$ cat config.mk
export PLATFORM = sky130hd
export DESIGN_NAME = back_forward_history_stacks
export DESIGN_NICKNAME = d
export VERILOG_FILES = /design/src/hdl/bfhs_pkg.sv /design/src/hdl/bfhs_ram.sv /design/src/hdl/bfhs_stack.sv /design/src/hdl/bfhs_ctrl.sv /design/src/hdl/back_forward_history_stacks.sv
export SDC_FILE = /design/constraint.sdc
export NUM_CORES = 2
export LEC_CHECK = 0
export ABC_AREA = 1
export BUFFER_PORTS_ARGS = -buffer_cell sky130_fd_sc_hd__buf_2
export CAP_MARGIN = 20
export CORE_MARGIN = 3
export CORE_UTILIZATION = 57
export DETAILED_ROUTE_END_ITERATION = 16
export PLACE_DENSITY = 0.84
export SYNTH_ARGS = -nofsm -noshare
export SYNTH_HDL_FRONTEND = slang
export SYNTH_SLANG_ARGS = --single-unit
$ cat constraint.sdc
create_clock -name clk -period 5 [get_ports clk]
set_clock_uncertainty 0.1 [all_clocks]
set_input_delay 1 -clock clk [delete_from_list [all_inputs] [get_ports clk]]
set_output_delay 1 -clock clk [all_outputs]
set_load 0.02 [all_outputs]
$ cat src/hdl/bfhs_pkg.sv
// shared types and constants for the back/forward history stacks
// no dependencies; imported by the stack, controller and top level

package bfhs_pkg;

    localparam int OP_BITS = 3;

    // operation codes carried in the low bits of the input item
    typedef enum logic [OP_BITS-1:0] {
        OP_VISIT        = 3'd0,
        OP_BACK         = 3'd1,
        OP_FORWARD      = 3'd2,
        OP_REMOVE       = 3'd3,
        OP_DROP_BACK    = 3'd4,
        OP_DROP_FORWARD = 3'd5,
        OP_QUERY        = 3'd6
    } op_t;

    typedef enum logic [2:0] {
        ST_IDLE,
        ST_EXEC,
        ST_PURGE,
        ST_TOPS,
        ST_DONE
    } state_t;

    // one-cycle command to a stack
    typedef struct packed {
        logic push;
        logic pop;
        logic clear;
        logic purge;
        logic top_rd;
    } stk_cmd_t;

endpackage

$ cat src/hdl/bfhs_ram.sv
// generic single-port-write, single-port-read ram with registered read data
// no dependencies

module bfhs_ram #(
    parameter int WIDTH = 16,
    parameter int DEPTH = 64
) (
    input  logic                     clk,
    input  logic                     we,
    input  logic [$clog2(DEPTH)-1:0] waddr,
    input  logic [WIDTH-1:0]         wdata,
    input  logic                     re,
    input  logic [$clog2(DEPTH)-1:0] raddr,
    output logic [WIDTH-1:0]         rdata
);

    logic [WIDTH-1:0] mem [DEPTH];

    always_ff @(posedge clk)
    begin
        if (we)
        begin
            mem[waddr] <= wdata;
        end
        if (re)
        begin
            rdata <= mem[raddr];
        end
    end

endmodule

$ cat src/hdl/bfhs_stack.sv
// one bounded stack of page ids: circular buffer in a ram, count, base and purge walker
// depends on bfhs_pkg and bfhs_ram

module bfhs_stack
    import bfhs_pkg::*;
#(
    parameter int HISTORY_DEPTH = 64,
    parameter int PAGE_ID_BITS  = 16
) (
    input  logic                               clk,
    input  logic                               rst_n,
    input  stk_cmd_t                           cmd,
    input  logic [PAGE_ID_BITS-1:0]            id,
    output logic                               busy,
    output logic [$clog2(HISTORY_DEPTH+1)-1:0] count,
    output logic [PAGE_ID_BITS-1:0]            top
);

    localparam int AW = $clog2(HISTORY_DEPTH);
    localparam int CW = $clog2(HISTORY_DEPTH + 1);
    localparam logic [AW:0]   DEPTH_SUM = (AW + 1)'(HISTORY_DEPTH);
    localparam logic [CW-1:0] DEPTH_CNT = CW'(HISTORY_DEPTH);

    // logical position to ram address, wrapping round the buffer
    function automatic logic [AW-1:0] phys(input logic [AW-1:0] b, input logic [AW-1:0] i);
        logic [AW:0] s;
        s = {1'b0, b} + {1'b0, i};
        if (s >= DEPTH_SUM)
        begin
            s = s - DEPTH_SUM;
        end
        return s[AW-1:0];
    endfunction

    logic [CW-1:0]           count_reg, count_next;
    logic [AW-1:0]           base_reg, base_next;
    logic                    purging_reg, purging_next;
    logic [CW-1:0]           rd_idx_reg, rd_idx_next;
    logic [CW-1:0]           wr_idx_reg, wr_idx_next;
    logic                    pend_reg, pend_next;
    logic [PAGE_ID_BITS-1:0] match_id_reg, match_id_next;
    logic [CW-1:0]           count_m1;

    logic                    we;
    logic [AW-1:0]           waddr;
    logic [PAGE_ID_BITS-1:0] wdata;
    logic                    re;
    logic [AW-1:0]           raddr;
    logic [PAGE_ID_BITS-1:0] rdata;

    bfhs_ram #(
        .WIDTH (PAGE_ID_BITS),
        .DEPTH (HISTORY_DEPTH)
    ) u_ram (
        .clk   (clk),
        .we    (we),
        .waddr (waddr),
        .wdata (wdata),
        .re    (re),
        .raddr (raddr),
        .rdata (rdata)
    );

    assign count_m1 = count_reg - CW'(1);

    always_comb
    begin
        count_next    = count_reg;
        base_next     = base_reg;
        purging_next  = purging_reg;
        rd_idx_next   = rd_idx_reg;
        wr_idx_next   = wr_idx_reg;
        pend_next     = pend_reg;
        match_id_next = match_id_reg;
        we            = 1'b0;
        waddr         = phys(base_reg, wr_idx_reg[AW-1:0]);
        wdata         = rdata;
        re            = 1'b0;
        raddr         = phys(base_reg, rd_idx_reg[AW-1:0]);

        if (purging_reg)
        begin
            // read walker one entry ahead of the compacting writer
            pend_next = 1'b0;
            if (rd_idx_reg < count_reg)
            begin
                re          = 1'b1;
                rd_idx_next = rd_idx_reg + CW'(1);
                pend_next   = 1'b1;
            end
            if (pend_reg && (rdata != match_id_reg))
            begin
                we          = 1'b1;
                wr_idx_next = wr_idx_reg + CW'(1);
            end
            if (!(rd_idx_reg < count_reg) && !pend_reg)
            begin
                purging_next = 1'b0;
                count_next   = wr_idx_reg;
            end
        end
        else
        begin
            if (cmd.push)
            begin
                we    = 1'b1;
                wdata = id;
                if (count_reg == DEPTH_CNT)
                begin
                    // full: overwrite the oldest and move the base on
                    waddr     = base_reg;
                    base_next = phys(base_reg, AW'(1));
                end
                else
                begin
                    waddr      = phys(base_reg, count_reg[AW-1:0]);
                    count_next = count_reg + CW'(1);
                end
            end
            if (cmd.pop && (count_reg != '0))
            begin
                count_next = count_m1;
            end
            if (cmd.clear)
            begin
                count_next = '0;
            end
            if (cmd.purge)
            begin
                purging_next  = 1'b1;
                rd_idx_next   = '0;
                wr_idx_next   = '0;
                pend_next     = 1'b0;
                match_id_next = id;
            end
            if (cmd.top_rd)
            begin
                re    = 1'b1;
                raddr = phys(base_reg, count_m1[AW-1:0]);
            end
        end
    end

    always_ff @(posedge clk or negedge rst_n)
    begin
        if (!rst_n)
        begin
            count_reg   <= '0;
            base_reg    <= '0;
            purging_reg <= 1'b0;
            pend_reg    <= 1'b0;
        end
        else
        begin
            count_reg   <= count_next;
            base_reg    <= base_next;
            purging_reg <= purging_next;
            pend_reg    <= pend_next;
        end
    end

    always_ff @(posedge clk)
    begin
        rd_idx_reg   <= rd_idx_next;
        wr_idx_reg   <= wr_idx_next;
        match_id_reg <= match_id_next;
    end

    assign busy  = purging_reg;
    assign count = count_reg;
    assign top   = (count_reg != '0) ? rdata : '0;

endmodule

$ cat src/hdl/bfhs_ctrl.sv
// sequencer for the history stacks: input capture, operation decode, result register
// depends on bfhs_pkg

module bfhs_ctrl
    import bfhs_pkg::*;
#(
    parameter int HISTORY_DEPTH = 64,
    parameter int PAGE_ID_BITS  = 16
) (
    input  logic                                              clk,
    input  logic                                              rst_n,
    input  logic                                              s_tvalid,
    output logic                                              s_tready,
    input  logic [((OP_BITS+2*PAGE_ID_BITS+7)/8)*8-1:0]       s_tdata,
    output logic                                              m_tvalid,
    input  logic                                              m_tready,
    output logic [((1+3*PAGE_ID_BITS+2*$clog2(HISTORY_DEPTH+1)+7)/8)*8-1:0] m_tdata,
    output stk_cmd_t                                          back_cmd,
    output stk_cmd_t                                          fwd_cmd,
    output logic [PAGE_ID_BITS-1:0]                           stk_id,
    input  logic                                              back_busy,
    input  logic                                              fwd_busy,
    input  logic [$clog2(HISTORY_DEPTH+1)-1:0]                back_count,
    input  logic [$clog2(HISTORY_DEPTH+1)-1:0]                fwd_count,
    input  logic [PAGE_ID_BITS-1:0]                           back_top,
    input  logic [PAGE_ID_BITS-1:0]                           fwd_top
);

    localparam int P     = PAGE_ID_BITS;
    localparam int CW    = $clog2(HISTORY_DEPTH + 1);
    localparam int OUT_W = ((1 + 3 * P + 2 * CW + 7) / 8) * 8;

    state_t         state_reg, state_next;
    op_t            op_reg;
    logic [P-1:0]   page_reg;
    logic [P-1:0]   to_reg;
    logic           tgt_valid_reg, tgt_valid_next;
    logic [P-1:0]   tgt_page_reg, tgt_page_next;
    logic           out_valid_reg, out_valid_next;
    logic           out_load;
    logic           out_target_valid_reg;
    logic [P-1:0]   out_target_page_reg;
    logic [P-1:0]   out_back_top_reg;
    logic [P-1:0]   out_fwd_top_reg;
    logic [CW-1:0]  out_back_depth_reg;
    logic [CW-1:0]  out_fwd_depth_reg;
    logic           accept;

    assign s_tready = (state_reg == ST_IDLE);
    assign accept   = s_tvalid && s_tready;
    assign stk_id   = page_reg;

    always_comb
    begin
        state_next     = state_reg;
        tgt_valid_next = tgt_valid_reg;
        tgt_page_next  = tgt_page_reg;
        out_valid_next = out_valid_reg && !m_tready;
        out_load       = 1'b0;
        back_cmd       = '0;
        fwd_cmd        = '0;

        unique case (state_reg)
            ST_IDLE:
            begin
                if (accept)
                begin
                    state_next = ST_EXEC;
                end
            end
            ST_EXEC:
            begin
                tgt_valid_next = 1'b0;
                tgt_page_next  = '0;
                state_next     = ST_TOPS;
                unique case (op_reg)
                    OP_VISIT:
                    begin
                        if ((page_reg != '0) && (to_reg != '0) && (page_reg != to_reg))
                        begin
                            back_cmd.push = 1'b1;
                            fwd_cmd.clear = 1'b1;
                        end
                    end
                    OP_BACK:
                    begin
                        if (back_count != '0)
                        begin
                            // the cached top from the previous result is the target
                            tgt_valid_next = 1'b1;
                            tgt_page_next  = out_back_top_reg;
                            back_cmd.pop   = 1'b1;
                            fwd_cmd.push   = (page_reg != '0);
                        end
                    end
                    OP_FORWARD:
                    begin
                        if (fwd_count != '0)
                        begin
                            tgt_valid_next = 1'b1;
                            tgt_page_next  = out_fwd_top_reg;
                            fwd_cmd.pop    = 1'b1;
                            back_cmd.push  = (page_reg != '0);
                        end
                    end
                    OP_REMOVE:
                    begin
                        back_cmd.purge = 1'b1;
                        fwd_cmd.purge  = 1'b1;
                        state_next     = ST_PURGE;
                    end
                    OP_DROP_BACK:
                    begin
                        back_cmd.pop = 1'b1;
                    end
                    OP_DROP_FORWARD:
                    begin
                        fwd_cmd.pop = 1'b1;
                    end
                    default:
                    begin
                    end
                endcase
            end
            ST_PURGE:
            begin
                if (!back_busy && !fwd_busy)
                begin
                    state_next = ST_TOPS;
                end
            end
            ST_TOPS:
            begin
                back_cmd.top_rd = 1'b1;
                fwd_cmd.top_rd  = 1'b1;
                state_next      = ST_DONE;
            end
            ST_DONE:
            begin
                // read data stays put until the result register is free
                if (!out_valid_reg || m_tready)
                begin
                    out_load       = 1'b1;
                    out_valid_next = 1'b1;
                    state_next     = ST_IDLE;
                end
            end
            default:
            begin
                state_next = ST_IDLE;
            end
        endcase
    end

    always_ff @(posedge clk or negedge rst_n)
    begin
        if (!rst_n)
        begin
            state_reg     <= ST_IDLE;
            out_valid_reg <= 1'b0;
        end
        else
        begin
            state_reg     <= state_next;
            out_valid_reg <= out_valid_next;
        end
    end

    always_ff @(posedge clk)
    begin
        if (accept)
        begin
            op_reg   <= op_t'(s_tdata[OP_BITS-1:0]);
            page_reg <= s_tdata[OP_BITS +: P];
            to_reg   <= s_tdata[OP_BITS + P +: P];
        end
        tgt_valid_reg <= tgt_valid_next;
        tgt_page_reg  <= tgt_page_next;
        if (out_load)
        begin
            out_target_valid_reg <= tgt_valid_reg;
            out_target_page_reg  <= tgt_page_reg;
            out_back_top_reg     <= back_top;
            out_fwd_top_reg      <= fwd_top;
            out_back_depth_reg   <= back_count;
            out_fwd_depth_reg    <= fwd_count;
        end
    end

    assign m_tvalid = out_valid_reg;
    assign m_tdata  = OUT_W'({out_fwd_depth_reg, out_back_depth_reg, out_fwd_top_reg,
                              out_back_top_reg, out_target_page_reg, out_target_valid_reg});

endmodule

$ cat src/hdl/back_forward_history_stacks.sv
// top level of the back/forward navigation history: two page-id stacks and their sequencer
// depends on bfhs_pkg, bfhs_ctrl, bfhs_stack (and through it bfhs_ram)

// Keeps a back stack and a forward stack of page ids, each HISTORY_DEPTH deep, with id 0
// meaning no page. Every accepted item yields exactly one result item carrying the page
// returned by back/forward (if any), both stack tops and both depths. Each stack is a
// circular buffer in its own ram with a registered read; a push onto a full stack
// overwrites the oldest entry by moving the buffer base, so a push is a single ram write
// and a pop only lowers the count. Visit, back, forward, drop and query items pass from
// acceptance to the result register through execute, top read and capture. Remove page
// walks both stacks in parallel, reading one entry a cycle and writing the survivors back
// compacted behind the read pointer; that walk over the ram sets how long a remove takes.
// A new item is taken only once the previous one has reached the result register, which
// then waits for the sink independently.
// No clearing pass is needed after reset: only entries below a stack's depth are read.

module back_forward_history_stacks
    import bfhs_pkg::*;
#(
    parameter int HISTORY_DEPTH = 64,
    parameter int PAGE_ID_BITS  = 16
) (
    input  logic clk,
    input  logic rst_n,
    // operation, page_id, to_page_id (lowest bits first), zero filled to whole bytes
    input  logic                                                s_tvalid,
    output logic                                                s_tready,
    input  logic [((OP_BITS+2*PAGE_ID_BITS+7)/8)*8-1:0]         s_tdata,
    // target_valid, target_page, back_top, forward_top, back_depth, forward_depth
    // (lowest bits first), zero filled to whole bytes
    output logic                                                m_tvalid,
    input  logic                                                m_tready,
    output logic [((1+3*PAGE_ID_BITS+2*$clog2(HISTORY_DEPTH+1)+7)/8)*8-1:0] m_tdata
);

    localparam int CW = $clog2(HISTORY_DEPTH + 1);

    stk_cmd_t                back_cmd;
    stk_cmd_t                fwd_cmd;
    logic [PAGE_ID_BITS-1:0] stk_id;
    logic                    back_busy;
    logic                    fwd_busy;
    logic [CW-1:0]           back_count;
    logic [CW-1:0]           fwd_count;
    logic [PAGE_ID_BITS-1:0] back_top;
    logic [PAGE_ID_BITS-1:0] fwd_top;

    // decode, sequencing and result register
    bfhs_ctrl #(
        .HISTORY_DEPTH (HISTORY_DEPTH),
        .PAGE_ID_BITS  (PAGE_ID_BITS)
    ) u_ctrl (
        .clk        (clk),
        .rst_n      (rst_n),
        .s_tvalid   (s_tvalid),
        .s_tready   (s_tready),
        .s_tdata    (s_tdata),
        .m_tvalid   (m_tvalid),
        .m_tready   (m_tready),
        .m_tdata    (m_tdata),
        .back_cmd   (back_cmd),
        .fwd_cmd    (fwd_cmd),
        .stk_id     (stk_id),
        .back_busy  (back_busy),
        .fwd_busy   (fwd_busy),
        .back_count (back_count),
        .fwd_count  (fwd_count),
        .back_top   (back_top),
        .fwd_top    (fwd_top)
    );

    // back stack: pages left behind, newest on top
    bfhs_stack #(
        .HISTORY_DEPTH (HISTORY_DEPTH),
        .PAGE_ID_BITS  (PAGE_ID_BITS)
    ) u_back (
        .clk   (clk),
        .rst_n (rst_n),
        .cmd   (back_cmd),
        .id    (stk_id),
        .busy  (back_busy),
        .count (back_count),
        .top   (back_top)
    );

    // forward stack: pages stepped back from, cleared by a new visit
    bfhs_stack #(
        .HISTORY_DEPTH (HISTORY_DEPTH),
        .PAGE_ID_BITS  (PAGE_ID_BITS)
    ) u_fwd (
        .clk   (clk),
        .rst_n (rst_n),
        .cmd   (fwd_cmd),
        .id    (stk_id),
        .busy  (fwd_busy),
        .count (fwd_count),
        .top   (fwd_top)
    );

endmodule
==> flow_summary_export.csv <==
group,metric,value,unit
timing,whs,0.186,ns
pwr,combPwrFrac,0.408,
synth,synth_compound_area_frac,0.0120,
synth,synth_top_family_by_area,"simple AND/OR/NAND/NOR gates",
worst_hold_path,hp-class,"in -> async",
placed_design,portBuffers,103,
synth,syn_avg_cell_area,10.3,um2
grt,grt_pass1_vias,71618,
detailed_routing,drt_wl_total,273000,um
timing,setup_violations,0,
synth,synthCells,9865,
detailed_routing,vias,73115,
synth,synth_area,102000,um2
floorplanning,die_w,428,um
detailed_routing,first_pass_iters,7,
layout,nFillCells,12194,
grt,grt_antenna_before_repair,5,
synth,synthSimpleGateAreaFrac,0.212,
clocking,clkTransAtPathRegs,0.06,ns
synth,yosysUniqueCellTypes,45,
clocking,cts_max_path_buffers,3,
critical_path,cp.arrival,4.80,ns
floorplanning,core.rowCount,154,
grt,grt_usage,0.290,
pwr,power,0.0698,W
detailed_routing,via_per_inst,5.82,
floorplanning,die_area,184000,um2
synth,async_reset_ff_frac,0.0149,
placed_design,gp_congestion,0.954,
synth,synth_edf_count,2255,
synth,synth_flop_cell,"edfxtp_1",
timing,maxSlewViolCount,0,
timing,rsz0062_at_grt,"false",
pwr,pwr_density_cell,618,nW/um2
synth,synth_fa_ha_area_frac,0.00920,
critical_path,crit_path_max_fanout,34,
pwr,switchingPower,0.0290,W
synth,synth.area.mux_share,0,
layout,drive_above_1_share,0.0812,
floorplanning,io_pins,110,
clocking,cts_resized,0,
pwr,pwr-share-clk,0.226,
grt,grt_pass1_wl,409000,um
detailed_routing,final_antenna_net_count,0,
floorplanning,fp.dieH,428,um
clocking,cts_max_level,4,
clocking,cts_sinks,2289,
layout,nets,10142,
synth,seq_area_frac_synth,0.674,
timing,period_share,0.862,
layout,top_regs,"u_back.u_ram.mem x1024, u_fwd.u_ram.mem x1024",
timing,min_period,4.31,ns
critical_path,cp.required,5.49,ns
floorplanning,core_area,177000,um2
critical_path,startpoint_type,"flip-flop",
synth,synth_xor_area_frac,0.00577,
pwr,seq_power_share,0.366,
placed_design,dp_hpwl,162000,um
timing,fin_setup_tns,0,ns
layout,syn2layout_area_growth,11.0,%
pwr,p_sw_frac,0.415,
pwr,p_int,0.0409,W
synth,yosysWarnings,0,
clocking,cts_setup_buffers,0,
clocking,cts_tree,"done",
critical_path,r2r_cells,13,
detailed_routing,drtIter0Drc,10642,
timing,timing.slew.headroom,0.220,
clocking,cts_root_buf,"clkbuf_16",
critical_path,endpoint_kind,"flip-flop",
pwr,p_leak,47.4,nW
clocking,cts_hold_buf,0,
pwr,vdd_drop_max,655,uV
timing,hold_viol,0,
grt,grt_max_degree,115,
job,drv_cap,0,
floorplanning,initial_utilization,0.576,
synth,syn_nets,9979,
timing,max_freq,232,MHz
critical_path,crit_type,"reg -> reg",
detailed_routing,post-route-drc-count,0,
clocking,numCtsBuffers,211,
grt,overflow,0,
clocking,clkLatencyLatePin,0.85,ns
detailed_routing,wl_per_cell,21.7,um
synth,ys_ff_latch,2289,
timing,worstMarginPinSlew,1.17,ns
outcome,status,"finished clean",
[per-layer routing]
layer / up-vias / part of all wire / track usage
li1: 32536 / - / -
met1: 34571 / 0.34 / 0.358
met2: 5089 / 0.49 / 0.484
met3: 913 / 0.11 / 0.0543
met4: 6 / 0.059 / 0.164
met5: - / 0.00025 / 0
[power by group through the flow]
| stage | registers [W] | clock network [W] | logic, W |
|---|---|---|---|
| 2_1_floorplan | 0.0261 | 0 | 0.0172 |
| 3_3_place_gp | 0.0259 | 0 | 0.0260 |
| 3_5_place_dp | 0.0259 | 0 | 0.0271 |
| 4_1_cts | 0.0255 | 0.0158 | 0.0275 |
| 5_1_grt | 0.0256 | 0.0165 | 0.0302 |
| 6_report | 0.0256 | 0.0157 | 0.0285 |
[kinds of logic after synthesis]
family          count (synthesis)
simple gates                 5043
flops                        2289
buf+inv                      2180
compound gates                215
fa+ha+maj                      70
xor+xnor                       67
other cells                     1
[placed cells by master, fill, tap and decap left out, types with 39 or more instances in the layout]
master	n
a21oi_1	54
buf_12	45
buf_2	103
buf_4	264
clkbuf_1	51
clkbuf_16	216
clkinv_1	57
edfxtp_1	2255
ha_1	62
inv_1	1701
nand2_1	2888
nand3_1	1780
nor2_1	244
o21ai_0	64
o21ai_4	39
[Yosys cell counts (9+ instances only)]
| cell type | number | area [um2] |
|---|---|---|
| inv_2 | 10 | 37.5 |
| nand2_2 | 15 | 93.8 |
| nand3_1 | 1780 | 8910 |
| nand2_1 | 2889 | 10800 |
| xor2_1 | 31 | 272 |
| xnor2_1 | 36 | 315 |
| buf_1 | 24 | 90.1 |
| buf_2 | 324 | 1620 |
| o211ai_1 | 38 | 285 |
| inv_1 | 1703 | 6390 |
| edfxtp_1 | 2255 | 67700 |
| buf_4 | 55 | 413 |
| clkbuf_1 | 59 | 221 |
| dfrtp_1 | 34 | 851 |
| nor2_1 | 245 | 920 |
| or2_2 | 21 | 131 |
| nand4_1 | 33 | 206 |
| nor3_1 | 20 | 100 |
| ha_1 | 62 | 776 |
| o21ai_0 | 96 | 480 |
| a21oi_1 | 55 | 275 |
| nand3_2 | 9 | 90.1 |
[cell type report]
cell class / count / area, um2 / area share
clock buffer: 274 / 5690 / 0.0504
antenna: 4 / 10.0 / 0.0000886
tap: 2340 / 2930 / 0.0259
timing repair buffer: 415 / 3480 / 0.0308
sequential: 2289 / 68600 / 0.607
inverter: 1715 / 6440 / 0.0571
clock inverter: 120 / 981 / 0.00868
multi-input combinational: 5396 / 24900 / 0.220
[metrics by stage]
stage          setup slack [ns]  cell area, um2  instances   util
2_1_floorplan            -0.115          102000       9865      -
3_3_place_gp              0.958          106000      12151  0.601
3_5_place_dp              0.810          106000      12153  0.601
4_1_cts                   0.768          113000      12547  0.639
5_1_grt                   0.487          113000      12550  0.639
6_report                  0.688          113000      12553  0.639
[worst max-delay path: stages (launching register included)]
cell and delay (ns):
dfrtp_1 0.53, inv_1 0.13, ha_1 0.23, nand2_2 0.10, nor2_4 0.05, nand3_4 0.13
nor2_8 0.09, inv_4 0.18, nand3_2 0.11, nand2_2 0.26, nand3_4 0.22, buf_4 0.37
o21ai_4 0.95, buf_4 0.54
[worst paths after layout]
| kind | from | end | slack [ns] |
|---|---|---|---|
| worst max-delay path | u_fwd.count[1] | u_back.u_ram.mem[37][13] | 0.69 |
| worst min-delay path | rst_n | u_fwd.count[2] | 0.19 |
| worst max register to register | u_fwd.count[1] | u_back.u_ram.mem[37][13] | 0.69 |
| worst min register to register | u_ctrl.tgt_page_reg[14] | u_ctrl.out_target_page_reg[14] | 0.32 |
| max in group asynchronous | rst_n | u_back.busy | 4.05 |
| min in group clk | s_tdata[9] | u_ctrl.stk_id[6] | 0.23 |
(Power assumes the default switching activity.)
